[config.mk]
export PLATFORM = sky130hd
export DESIGN_NAME = tlv_frame_receiver_xor
export DESIGN_NICKNAME = d
export VERILOG_FILES = /design/src/rtl/tlvfr_pkg.sv /design/src/rtl/tlvfr_front.sv /design/src/rtl/tlvfr_queue.sv /design/src/rtl/tlvfr_back.sv /design/src/rtl/tlv_frame_receiver_xor.sv
export SDC_FILE = /design/constraint.sdc
export NUM_CORES = 1
export LEC_CHECK = 0
export BUFFER_PORTS_ARGS = -buffer_cell sky130_fd_sc_hd__buf_2
export CORE_MARGIN = 1
export CORE_UTILIZATION = 39
export CTS_CLUSTER_DIAMETER = 150
export DETAILED_ROUTE_END_ITERATION = 6
export GPL_TIMING_DRIVEN = 1
export PLACE_DENSITY = 0.53
export SLEW_MARGIN = 15
export SYNTH_ARGS = -nofsm -noshare
export SYNTH_HDL_FRONTEND = slang
export SYNTH_SLANG_ARGS = --single-unit
[constraint.sdc]
create_clock -name i_clk -period 3.43 [get_ports i_clk]
set_clock_uncertainty 0.05 [all_clocks]
set_input_delay 0.1715 -clock i_clk [delete_from_list [all_inputs] [get_ports i_clk]]
set_output_delay 0.1715 -clock i_clk [all_outputs]
set_load 0.01 [all_outputs]
[src/rtl/tlvfr_pkg.sv]
package tlvfr_pkg;

    // Field widths
    localparam int DataW        = 8;
    localparam int CfgW         = 17;
    localparam int CfgIdxW      = 3;
    localparam int SlotIdxW     = 3;
    localparam int StatusW      = 2;
    localparam int SlotCountDef = 6;

    // Slot register layout
    localparam int SlotValidBit = 16;
    localparam int SlotTypeLo   = 8;
    localparam int SlotAddrLo   = 0;

    // Queue between the front and the back
    localparam int QDepth = 2;
    localparam int QPtrW  = $clog2(QDepth);
    localparam int QCntW  = $clog2(QDepth + 1);

    typedef enum logic [StatusW-1:0] {
        ST_DELIVERED = 2'd0,
        ST_MISMATCH  = 2'd1,
        ST_NO_SLOT   = 2'd2
    } t_status;

    // One classified request handed from the front to the back
    typedef struct packed {
        logic             last;     // checksum byte, frame ends
        logic             sum_ok;   // checksum matched (valid when last)
        logic [DataW-1:0] data;     // payload byte
        logic [DataW-1:0] addr;
        logic [DataW-1:0] ftype;
    } t_entry;

endpackage

[src/rtl/tlvfr_front.sv]
module tlvfr_front
    import tlvfr_pkg::*;
(
    input  logic             i_clk,
    input  logic             i_rst_n,
    input  logic             i_in_valid,
    output logic             o_in_ready,
    input  logic [DataW-1:0] i_rx_byte,
    input  logic             i_q_full,
    output logic             o_push,
    output t_entry           o_entry
);

    typedef enum logic [4:0] {
        PH_ADDR    = 5'b00001,
        PH_TYPE    = 5'b00010,
        PH_LEN     = 5'b00100,
        PH_PAYLOAD = 5'b01000,
        PH_CHECK   = 5'b10000
    } t_phase;

    t_phase           r_phase, n_phase;
    logic [DataW-1:0] r_addr, n_addr;
    logic [DataW-1:0] r_type, n_type;
    logic [DataW-1:0] r_remain, n_remain;
    logic [DataW-1:0] r_xor, n_xor;
    logic             accept;
    logic [DataW-1:0] remain_dec;

    assign o_in_ready = !i_q_full;
    assign accept     = i_in_valid && !i_q_full;
    assign remain_dec = r_remain - DataW'(1);

    // Walk the frame structure and classify each byte
    always_comb begin
        n_phase  = r_phase;
        n_addr   = r_addr;
        n_type   = r_type;
        n_remain = r_remain;
        n_xor    = r_xor;
        o_push   = 1'b0;
        o_entry  = '{last: 1'b0, sum_ok: 1'b0, data: i_rx_byte, addr: r_addr, ftype: r_type};
        if (accept) begin
            unique case (r_phase)
                PH_TYPE: begin
                    n_type  = i_rx_byte;
                    n_xor   = r_xor ^ i_rx_byte;
                    n_phase = PH_LEN;
                end
                PH_LEN: begin
                    n_remain = i_rx_byte;
                    n_xor    = r_xor ^ i_rx_byte;
                    n_phase  = (i_rx_byte == '0) ? PH_CHECK : PH_PAYLOAD;
                end
                PH_PAYLOAD: begin
                    n_xor    = r_xor ^ i_rx_byte;
                    n_remain = remain_dec;
                    if (remain_dec == '0) begin
                        n_phase = PH_CHECK;
                    end
                    o_push = 1'b1;
                end
                PH_CHECK: begin
                    o_entry.last   = 1'b1;
                    o_entry.sum_ok = (i_rx_byte == r_xor);
                    o_push         = 1'b1;
                    n_phase        = PH_ADDR;
                    n_xor          = '0;
                    n_remain       = '0;
                end
                default: begin
                    n_addr  = i_rx_byte;
                    n_xor   = i_rx_byte;
                    n_phase = PH_TYPE;
                end
            endcase
        end
    end

    // Hold the frame context
    always_ff @(posedge i_clk) begin
        if (!i_rst_n) begin
            r_phase  <= PH_ADDR;
            r_addr   <= '0;
            r_type   <= '0;
            r_remain <= '0;
            r_xor    <= '0;
        end else begin
            r_phase  <= n_phase;
            r_addr   <= n_addr;
            r_type   <= n_type;
            r_remain <= n_remain;
            r_xor    <= n_xor;
        end
    end

endmodule

[src/rtl/tlvfr_queue.sv]
module tlvfr_queue
    import tlvfr_pkg::*;
(
    input  logic   i_clk,
    input  logic   i_rst_n,
    input  logic   i_push,
    input  t_entry i_entry,
    output logic   o_full,
    input  logic   i_pop,
    output logic   o_empty,
    output t_entry o_entry
);

    t_entry           r_mem [QDepth];
    logic [QPtrW-1:0] r_wr_ptr;
    logic [QPtrW-1:0] r_rd_ptr;
    logic [QCntW-1:0] r_count;

    assign o_full  = (r_count == QCntW'(QDepth));
    assign o_empty = (r_count == '0);
    assign o_entry = r_mem[r_rd_ptr];

    // Store requests
    always_ff @(posedge i_clk) begin
        if (i_push) begin
            r_mem[r_wr_ptr] <= i_entry;
        end
    end

    // Advance pointers and fill count
    always_ff @(posedge i_clk) begin
        if (!i_rst_n) begin
            r_wr_ptr <= '0;
            r_rd_ptr <= '0;
            r_count  <= '0;
        end else begin
            if (i_push) begin
                r_wr_ptr <= r_wr_ptr + QPtrW'(1);
            end
            if (i_pop) begin
                r_rd_ptr <= r_rd_ptr + QPtrW'(1);
            end
            case ({i_push, i_pop})
                2'b10:   r_count <= r_count + QCntW'(1);
                2'b01:   r_count <= r_count - QCntW'(1);
                default: r_count <= r_count;
            endcase
        end
    end

`ifndef SYNTHESIS
    a_count_bound: assert property (@(posedge i_clk) disable iff (!i_rst_n)
        r_count <= QCntW'(QDepth))
        else $error("queue fill count beyond depth");

    a_no_overflow: assert property (@(posedge i_clk) disable iff (!i_rst_n)
        o_full |-> !i_push)
        else $error("request pushed into full queue");

    a_no_underflow: assert property (@(posedge i_clk) disable iff (!i_rst_n)
        o_empty |-> !i_pop)
        else $error("request popped from empty queue");
`endif

endmodule

[src/rtl/tlvfr_back.sv]
module tlvfr_back
    import tlvfr_pkg::*;
#(
    parameter int SLOT_COUNT = SlotCountDef
) (
    input  logic                i_clk,
    input  logic                i_rst_n,
    input  logic                i_cfg_we,
    input  logic [CfgIdxW-1:0]  i_cfg_index,
    input  logic [CfgW-1:0]     i_cfg_data,
    input  logic                i_q_empty,
    input  t_entry              i_entry,
    output logic                o_pop,
    output logic                o_out_valid,
    input  logic                i_out_ready,
    output logic [DataW-1:0]    o_payload_byte,
    output logic [DataW-1:0]    o_frame_address,
    output logic [DataW-1:0]    o_frame_type,
    output logic [StatusW-1:0]  o_frame_status,
    output logic [SlotIdxW-1:0] o_slot_index,
    output logic                o_frame_end
);

    logic [CfgW-1:0]       r_slot [SLOT_COUNT];
    logic [SLOT_COUNT-1:0] hit;
    logic [SlotIdxW-1:0]   hit_idx;
    t_status               status;
    logic [SlotIdxW-1:0]   idx;

    logic                  r_out_valid;
    logic [DataW-1:0]      r_payload;
    logic [DataW-1:0]      r_addr;
    logic [DataW-1:0]      r_type;
    t_status               r_status;
    logic [SlotIdxW-1:0]   r_idx;
    logic                  r_end;

    // Slot registers; writes beyond the last slot are dropped
    always_ff @(posedge i_clk) begin
        if (!i_rst_n) begin
            for (int i = 0; i < SLOT_COUNT; i++) begin
                r_slot[i] <= '0;
            end
        end else if (i_cfg_we) begin
            for (int i = 0; i < SLOT_COUNT; i++) begin
                if (i_cfg_index == CfgIdxW'(i)) begin
                    r_slot[i] <= i_cfg_data;
                end
            end
        end
    end

    // Compare every slot against the frame header
    always_comb begin
        for (int i = 0; i < SLOT_COUNT; i++) begin
            hit[i] = r_slot[i][SlotValidBit]
                && (r_slot[i][SlotAddrLo +: DataW] == i_entry.addr)
                && (r_slot[i][SlotTypeLo +: DataW] == i_entry.ftype);
        end
    end

    // Lowest matching slot wins
    always_comb begin
        hit_idx = '0;
        for (int i = SLOT_COUNT - 1; i >= 0; i--) begin
            if (hit[i]) begin
                hit_idx = SlotIdxW'(i);
            end
        end
    end

    // Resolve frame status
    always_comb begin
        status = ST_DELIVERED;
        idx    = '0;
        if (i_entry.last) begin
            if (!i_entry.sum_ok) begin
                status = ST_MISMATCH;
            end else if (|hit) begin
                idx = hit_idx;
            end else begin
                status = ST_NO_SLOT;
            end
        end
    end

    assign o_pop = !i_q_empty && (!r_out_valid || i_out_ready);

    // Output register
    always_ff @(posedge i_clk) begin
        if (!i_rst_n) begin
            r_out_valid <= 1'b0;
        end else if (o_pop) begin
            r_out_valid <= 1'b1;
        end else if (i_out_ready) begin
            r_out_valid <= 1'b0;
        end
    end

    always_ff @(posedge i_clk) begin
        if (o_pop) begin
            r_payload <= i_entry.last ? '0 : i_entry.data;
            r_addr    <= i_entry.addr;
            r_type    <= i_entry.ftype;
            r_status  <= status;
            r_idx     <= idx;
            r_end     <= i_entry.last;
        end
    end

    assign o_out_valid     = r_out_valid;
    assign o_payload_byte  = r_payload;
    assign o_frame_address = r_addr;
    assign o_frame_type    = r_type;
    assign o_frame_status  = r_status;
    assign o_slot_index    = r_idx;
    assign o_frame_end     = r_end;

`ifndef SYNTHESIS
    a_slot_in_range: assert property (@(posedge i_clk) disable iff (!i_rst_n)
        (o_out_valid && o_frame_end && (o_frame_status == ST_DELIVERED))
        |-> ({1'b0, o_slot_index} < (SlotIdxW + 1)'(SLOT_COUNT)))
        else $error("delivered frame names a slot that does not exist");

    a_payload_clean: assert property (@(posedge i_clk) disable iff (!i_rst_n)
        (o_out_valid && !o_frame_end)
        |-> ((o_frame_status == ST_DELIVERED) && (o_slot_index == '0)))
        else $error("payload result carries frame status");

    a_hold_stalled: assert property (@(posedge i_clk) disable iff (!i_rst_n)
        (o_out_valid && !i_out_ready)
        |=> (o_out_valid && $stable({o_payload_byte, o_frame_address, o_frame_type,
                                     o_frame_status, o_slot_index, o_frame_end})))
        else $error("stalled result changed before it was taken");
`endif

endmodule

[src/rtl/tlv_frame_receiver_xor.sv]
// Frame receiver for a serial byte stream. Each frame is an address byte, a
// type byte, a length byte, that many payload bytes and a checksum byte equal
// to the XOR of all earlier bytes of the frame. Every payload byte is passed
// on with the frame's address and type; the checksum byte gives one result
// with o_frame_end high and a status: delivered (with the lowest matching slot
// in o_slot_index), checksum mismatch, or no matching slot. Header bytes give
// no result. The block takes one byte per clock cycle while the queue is not
// full (o_in_ready high); the result of a byte is written into the queue and
// then into the output register before it is offered. A front state machine
// tracks the frame and the running XOR, a two-entry queue hands payload and
// checksum requests to the back end, which compares the header against the
// slot registers and holds the result in an output register, so either side
// may stall without stopping the other at once. Slot registers are written
// through i_cfg_we/i_cfg_index/i_cfg_data, only while the block is idle (a
// rule for the user that the block does not enforce); bit 16 is valid, bits
// 15:8 type, bits 7:0 address; an index past the last slot is ignored.
module tlv_frame_receiver_xor
    import tlvfr_pkg::*;
#(
    parameter int SLOT_COUNT = SlotCountDef
) (
    input  logic                i_clk,
    input  logic                i_rst_n,
    input  logic                i_in_valid,
    output logic                o_in_ready,
    input  logic [DataW-1:0]    i_rx_byte,
    output logic                o_out_valid,
    input  logic                i_out_ready,
    output logic [DataW-1:0]    o_payload_byte,
    output logic [DataW-1:0]    o_frame_address,
    output logic [DataW-1:0]    o_frame_type,
    output logic [StatusW-1:0]  o_frame_status,
    output logic [SlotIdxW-1:0] o_slot_index,
    output logic                o_frame_end,
    input  logic                i_cfg_we,
    input  logic [CfgIdxW-1:0]  i_cfg_index,
    input  logic [CfgW-1:0]     i_cfg_data
);

    logic   q_full;
    logic   q_empty;
    logic   push;
    logic   pop;
    t_entry push_entry;
    t_entry head_entry;

    tlvfr_front u_front (
        .i_clk      (i_clk),
        .i_rst_n    (i_rst_n),
        .i_in_valid (i_in_valid),
        .o_in_ready (o_in_ready),
        .i_rx_byte  (i_rx_byte),
        .i_q_full   (q_full),
        .o_push     (push),
        .o_entry    (push_entry)
    );

    tlvfr_queue u_queue (
        .i_clk   (i_clk),
        .i_rst_n (i_rst_n),
        .i_push  (push),
        .i_entry (push_entry),
        .o_full  (q_full),
        .i_pop   (pop),
        .o_empty (q_empty),
        .o_entry (head_entry)
    );

    tlvfr_back #(
        .SLOT_COUNT (SLOT_COUNT)
    ) u_back (
        .i_clk           (i_clk),
        .i_rst_n         (i_rst_n),
        .i_cfg_we        (i_cfg_we),
        .i_cfg_index     (i_cfg_index),
        .i_cfg_data      (i_cfg_data),
        .i_q_empty       (q_empty),
        .i_entry         (head_entry),
        .o_pop           (pop),
        .o_out_valid     (o_out_valid),
        .i_out_ready     (i_out_ready),
        .o_payload_byte  (o_payload_byte),
        .o_frame_address (o_frame_address),
        .o_frame_type    (o_frame_type),
        .o_frame_status  (o_frame_status),
        .o_slot_index    (o_slot_index),
        .o_frame_end     (o_frame_end)
    );

endmodule
==> summary.txt <==
Clock network
  – Clock root buffer: clkbuf_16
  – CTS Buffer Depth: 3
  – Hold_buf cts: 24
  – TritonCTS clock tree: yes
  – Sink Count: about 230
  – Inserted Clock Buffers: 26
  – # H-tree levels: 1
  – Clock slew at reported path FFs: about 0.06 ns
  – Cts repair resizes: 0
  – Setup bufs post-CTS: 0
  – Clk_lat worst skew: 0.51 ns

Yosys
  – Yosys warns: 0
  – Syn Nets: 821
  – Mux cell area share after synthesis: 0.0560
  – Seq cells post-synth: 227
  – Post-synth EDFFs: between 150 and 200
  – Combinational family with the most area after synthesis: simple AND/OR/NAND/NOR gates
  – Top-count cell post-synth: edfxtp_1
  – Commonest register cell after synthesis: edfxtp_1
  – Adder-cell share of the synthesized area: 0.00368
  – Synth Area in Compound Gates: 0.0463
  – Async SR Flop Fraction: 0
  – Leading area contributor after synthesis: edfxtp_1
  – Synth top area share: 0.542
  – Top post-synthesis cells by area: edfxtp_1 (54%), dfxtp_1 (8.4%), and2_1 (6.6%)
  – Cell variety after synth: 47
  – Synthesized area: 10200 µm²
  – Top cells by count, synth: edfxtp_1 (184), and2_1 (108), xnor2_1 (76)
  – Sequential area share after synthesis: 0.626
  – Post-synthesis simple-gate area fraction: 0.151
  – Post-synthesis cell count: around 790
  – Synth Area in XOR/XNOR: 0.0945
  – Syn avg cell area: around 13 µm²

Pwr
  – Peak supply drop: just over 0.0004 V
  – Clock share of power: 0.405
  – Pint: 0.00556 W
  – Seq pwr share: 0.444
  – Combinational power share: 0.151
  – P_leak: between 4 and 5 nW
  – Switching portion of total power: 0.251
  – Power Density: roughly 610 nW/µm²
  – P_sw: 0.00186 W

STA
  – Final setup fails: 0
  – Slew @ Worst Pin: 0.971 ns
  – Final Hold Viols: 0
  – RSZ-0062 raised after global routing: no
  – Relative slew margins: 0.348
  – Fmax: 342 MHz
  – Final Critical Period: 2.92 ns
  – Slew Limit Fails: 0
  – Final setup TNS: 0 ns
  – Final setup margin: between 0.5 and 0.6 ns
  – Hold_ws: 0.0256 ns
  – Final period util: 0.852

Worst setup path
  – Reg2reg path depth: 8
  – Worst setup path class: register to register
  – Worst setup SP type: register
  – Max FO, Critical Path: 14
  – Most used cell, CP: nor4_1
  – Critical Path RT: 3.66 ns
  – Crit-path cells: buf_12 > mux2i_4 > xnor2_1 > nor4_1 > nand4_1 > nor2_1 > nor4_1 > and2_1
  – RR Endpoint: u_back.o_slot_index[2]
  – R2R setup slack: 0.51 ns
  – Slowest stage cell on the critical path: nor4_1
  – CP max stage delay: 0.72 ns
  – CP arrival: 3.15 ns
  – Setup crit end kind: register

Placement
  – DP Wirelength: 16500 µm
  – DP Worst Slack: 0.559 ns
  – Placed cell areas: 11000 µm²
  – Gpl congestion: roughly 0.89
  – # port buffers: between 60 and 70

Run
  – Max cap viols: 0

Worst hold path
  – WHS Endpoint: u_back.o_out_valid
  – Worst Hold Launch: i_out_ready
  – Worst hold stages: 3
  – Hold/Removal Path Class: input pin to register

Route
  – Met2 Wirelength: 12500 µm
  – 1st-pass router iterations: 5
  – Top Metal Used: met4
  – Routed WL: 24200 µm
  – Wire length on met3: between 800 and 900 µm
  – Via Count: 6228
  – Vias/cell: 4.99
  – Drc violations: 0
  – DRT met1 WL: 10200 µm
  – Routed Antenna Nets: 0
  – DR WL/cell: 19.4 µm
  – Initial detailed-routing violation count: 398

Floorplanning
  – Core area: 25400 µm²
  – Initial Util: 0.401
  – Placement Rows: 58
  – Die Wd: 164 µm
  – Die height: 164 µm
  – Die area: 26800 µm²
  – # IOs: 65

Final layout
  – Finished Cell Area: between 10000 and 15000 µm²
  – Number of diodes: 0
  – P&R area growth vs syn: 19.8%
  – Final core occ: 0.481
  – Share of post-route cells with drive strength above 1: 0.176
  – # nets final: 933

Global route
  – Global Route Usage Sum: 0.186
  – Vias in the first global route: around 6.4k
  – Antenna violations before repair: 0
  – Largest net degree at the start of global routing: 53
  – First-pass GRT wire length: roughly 37000 µm
  – Global route overflow: 0

Outcome
  – Outcome: finished clean
[registers in the layout, summed over array words and instances, names as in the netlist, named ones only]
name and count:
u_back.o_frame_address 8, u_back.r_slot 102, u_back.o_slot_index 3, u_queue.r_mem 52
u_front.r_remain 8, u_front.r_phase 5, u_queue.r_rd_ptr 1, u_back.o_payload_byte 8
u_back.o_frame_type 8, u_back.o_out_valid 1, u_back.o_frame_status 2, u_back.o_frame_end 1
u_queue.r_count 2, u_front.r_addr 8, u_queue.r_wr_ptr 1, u_front.r_type 8
u_front.r_xor 8
[how the worst max path moves through the flow]
stage                                  start                endpoint  cells after the start  slack (ns)
after global routing                register  u_back.o_slot_index[2]                      8        0.43
after detailed placement            register  u_back.o_slot_index[2]                      8        0.56
after CTS                           register  u_back.o_slot_index[2]                      8        0.56
after floorplan           u_back.o_out_valid      u_queue.r_count[1]                      5        0.51
after global placement              register  u_back.o_slot_index[2]                      8        0.55
final                               register  u_back.o_slot_index[2]                      8        0.51
[layer usage]
| layer | track usage | vias to the layer above |
|---|---|---|
| li1 | - | 3011 |
| met1 | 0.224 | 3043 |
| met2 | 0.340 | 140 |
| met3 | 0.0284 | 34 |
| met4 | 0.0518 | 0 |
| met5 | 0 | - |
[power groups by stage]
| stage | clock network [W] | logic [W] | registers (W) |
|---|---|---|---|
| floorplan | 0 | 0.000750 | 0.00339 |
| global placement | 0 | 0.00111 | 0.00335 |
| detailed placement | 0 | 0.00112 | 0.00336 |
| CTS | 0.00306 | 0.00114 | 0.00330 |
| global route | 0.00317 | 0.00121 | 0.00332 |
| finish | 0.00301 | 0.00112 | 0.00330 |
[stage by stage]
stage	cells	total power, W
final	1247	0.00743
after global routing	1247	0.00770
after CTS	1247	0.00750
after detailed placement	1175	0.00447
after global placement	1175	0.00445
after floorplan	785	0.00414
[critical path: cells and delay by family, from the launching register on]
family        cells  cell delay, ns
simple gates      5            1.36
mux               1            0.47
flops             1            0.44
buf+inv           1            0.24
xor+xnor          1            0.12
[cell usage in the layout, fill, tap and decap left out, types with 3 or more instances in the layout]
cell type and instances:
nor3_1 12, mux2i_1 26, nor2_1 25, o21ai_1 4, clkinv_1 6, inv_1 22
nand3b_1 4, dlygate4sd3_1 24, ha_1 3, nand4_1 13, xor2_1 34, clkbuf_16 27
xnor2_1 76, nand2b_1 7, o21ai_0 20, nand2_1 26, dfxtp_1 42, clkbuf_8 4
mux2i_2 7, and2_1 108, a21boi_0 4, nand3_1 17, a21oi_1 31, nor2b_1 29
bufinv_16 5, buf_2 64, mux2i_4 9, nor4_1 21, edfxtp_1 184, buf_4 26
[cells by family after synthesis]
| group | count (synthesis) |
|---|---|
| mux | 43 |
| xor+xnor | 110 |
| fa+ha+maj | 3 |
| flops | 227 |
| simple gates | 271 |
| compound gates | 78 |
| buf+inv | 53 |
[layout make-up]
cell class	instances	area, µm²
clock inverters	17	218
multi-input cells	505	3600
inverters	22	82.6
clock buffers	31	731
flip-flops and latches	227	6390
repair buffers	115	776
well taps	330	413
fillers	2259	13200
(Power assumes the default switching activity.)
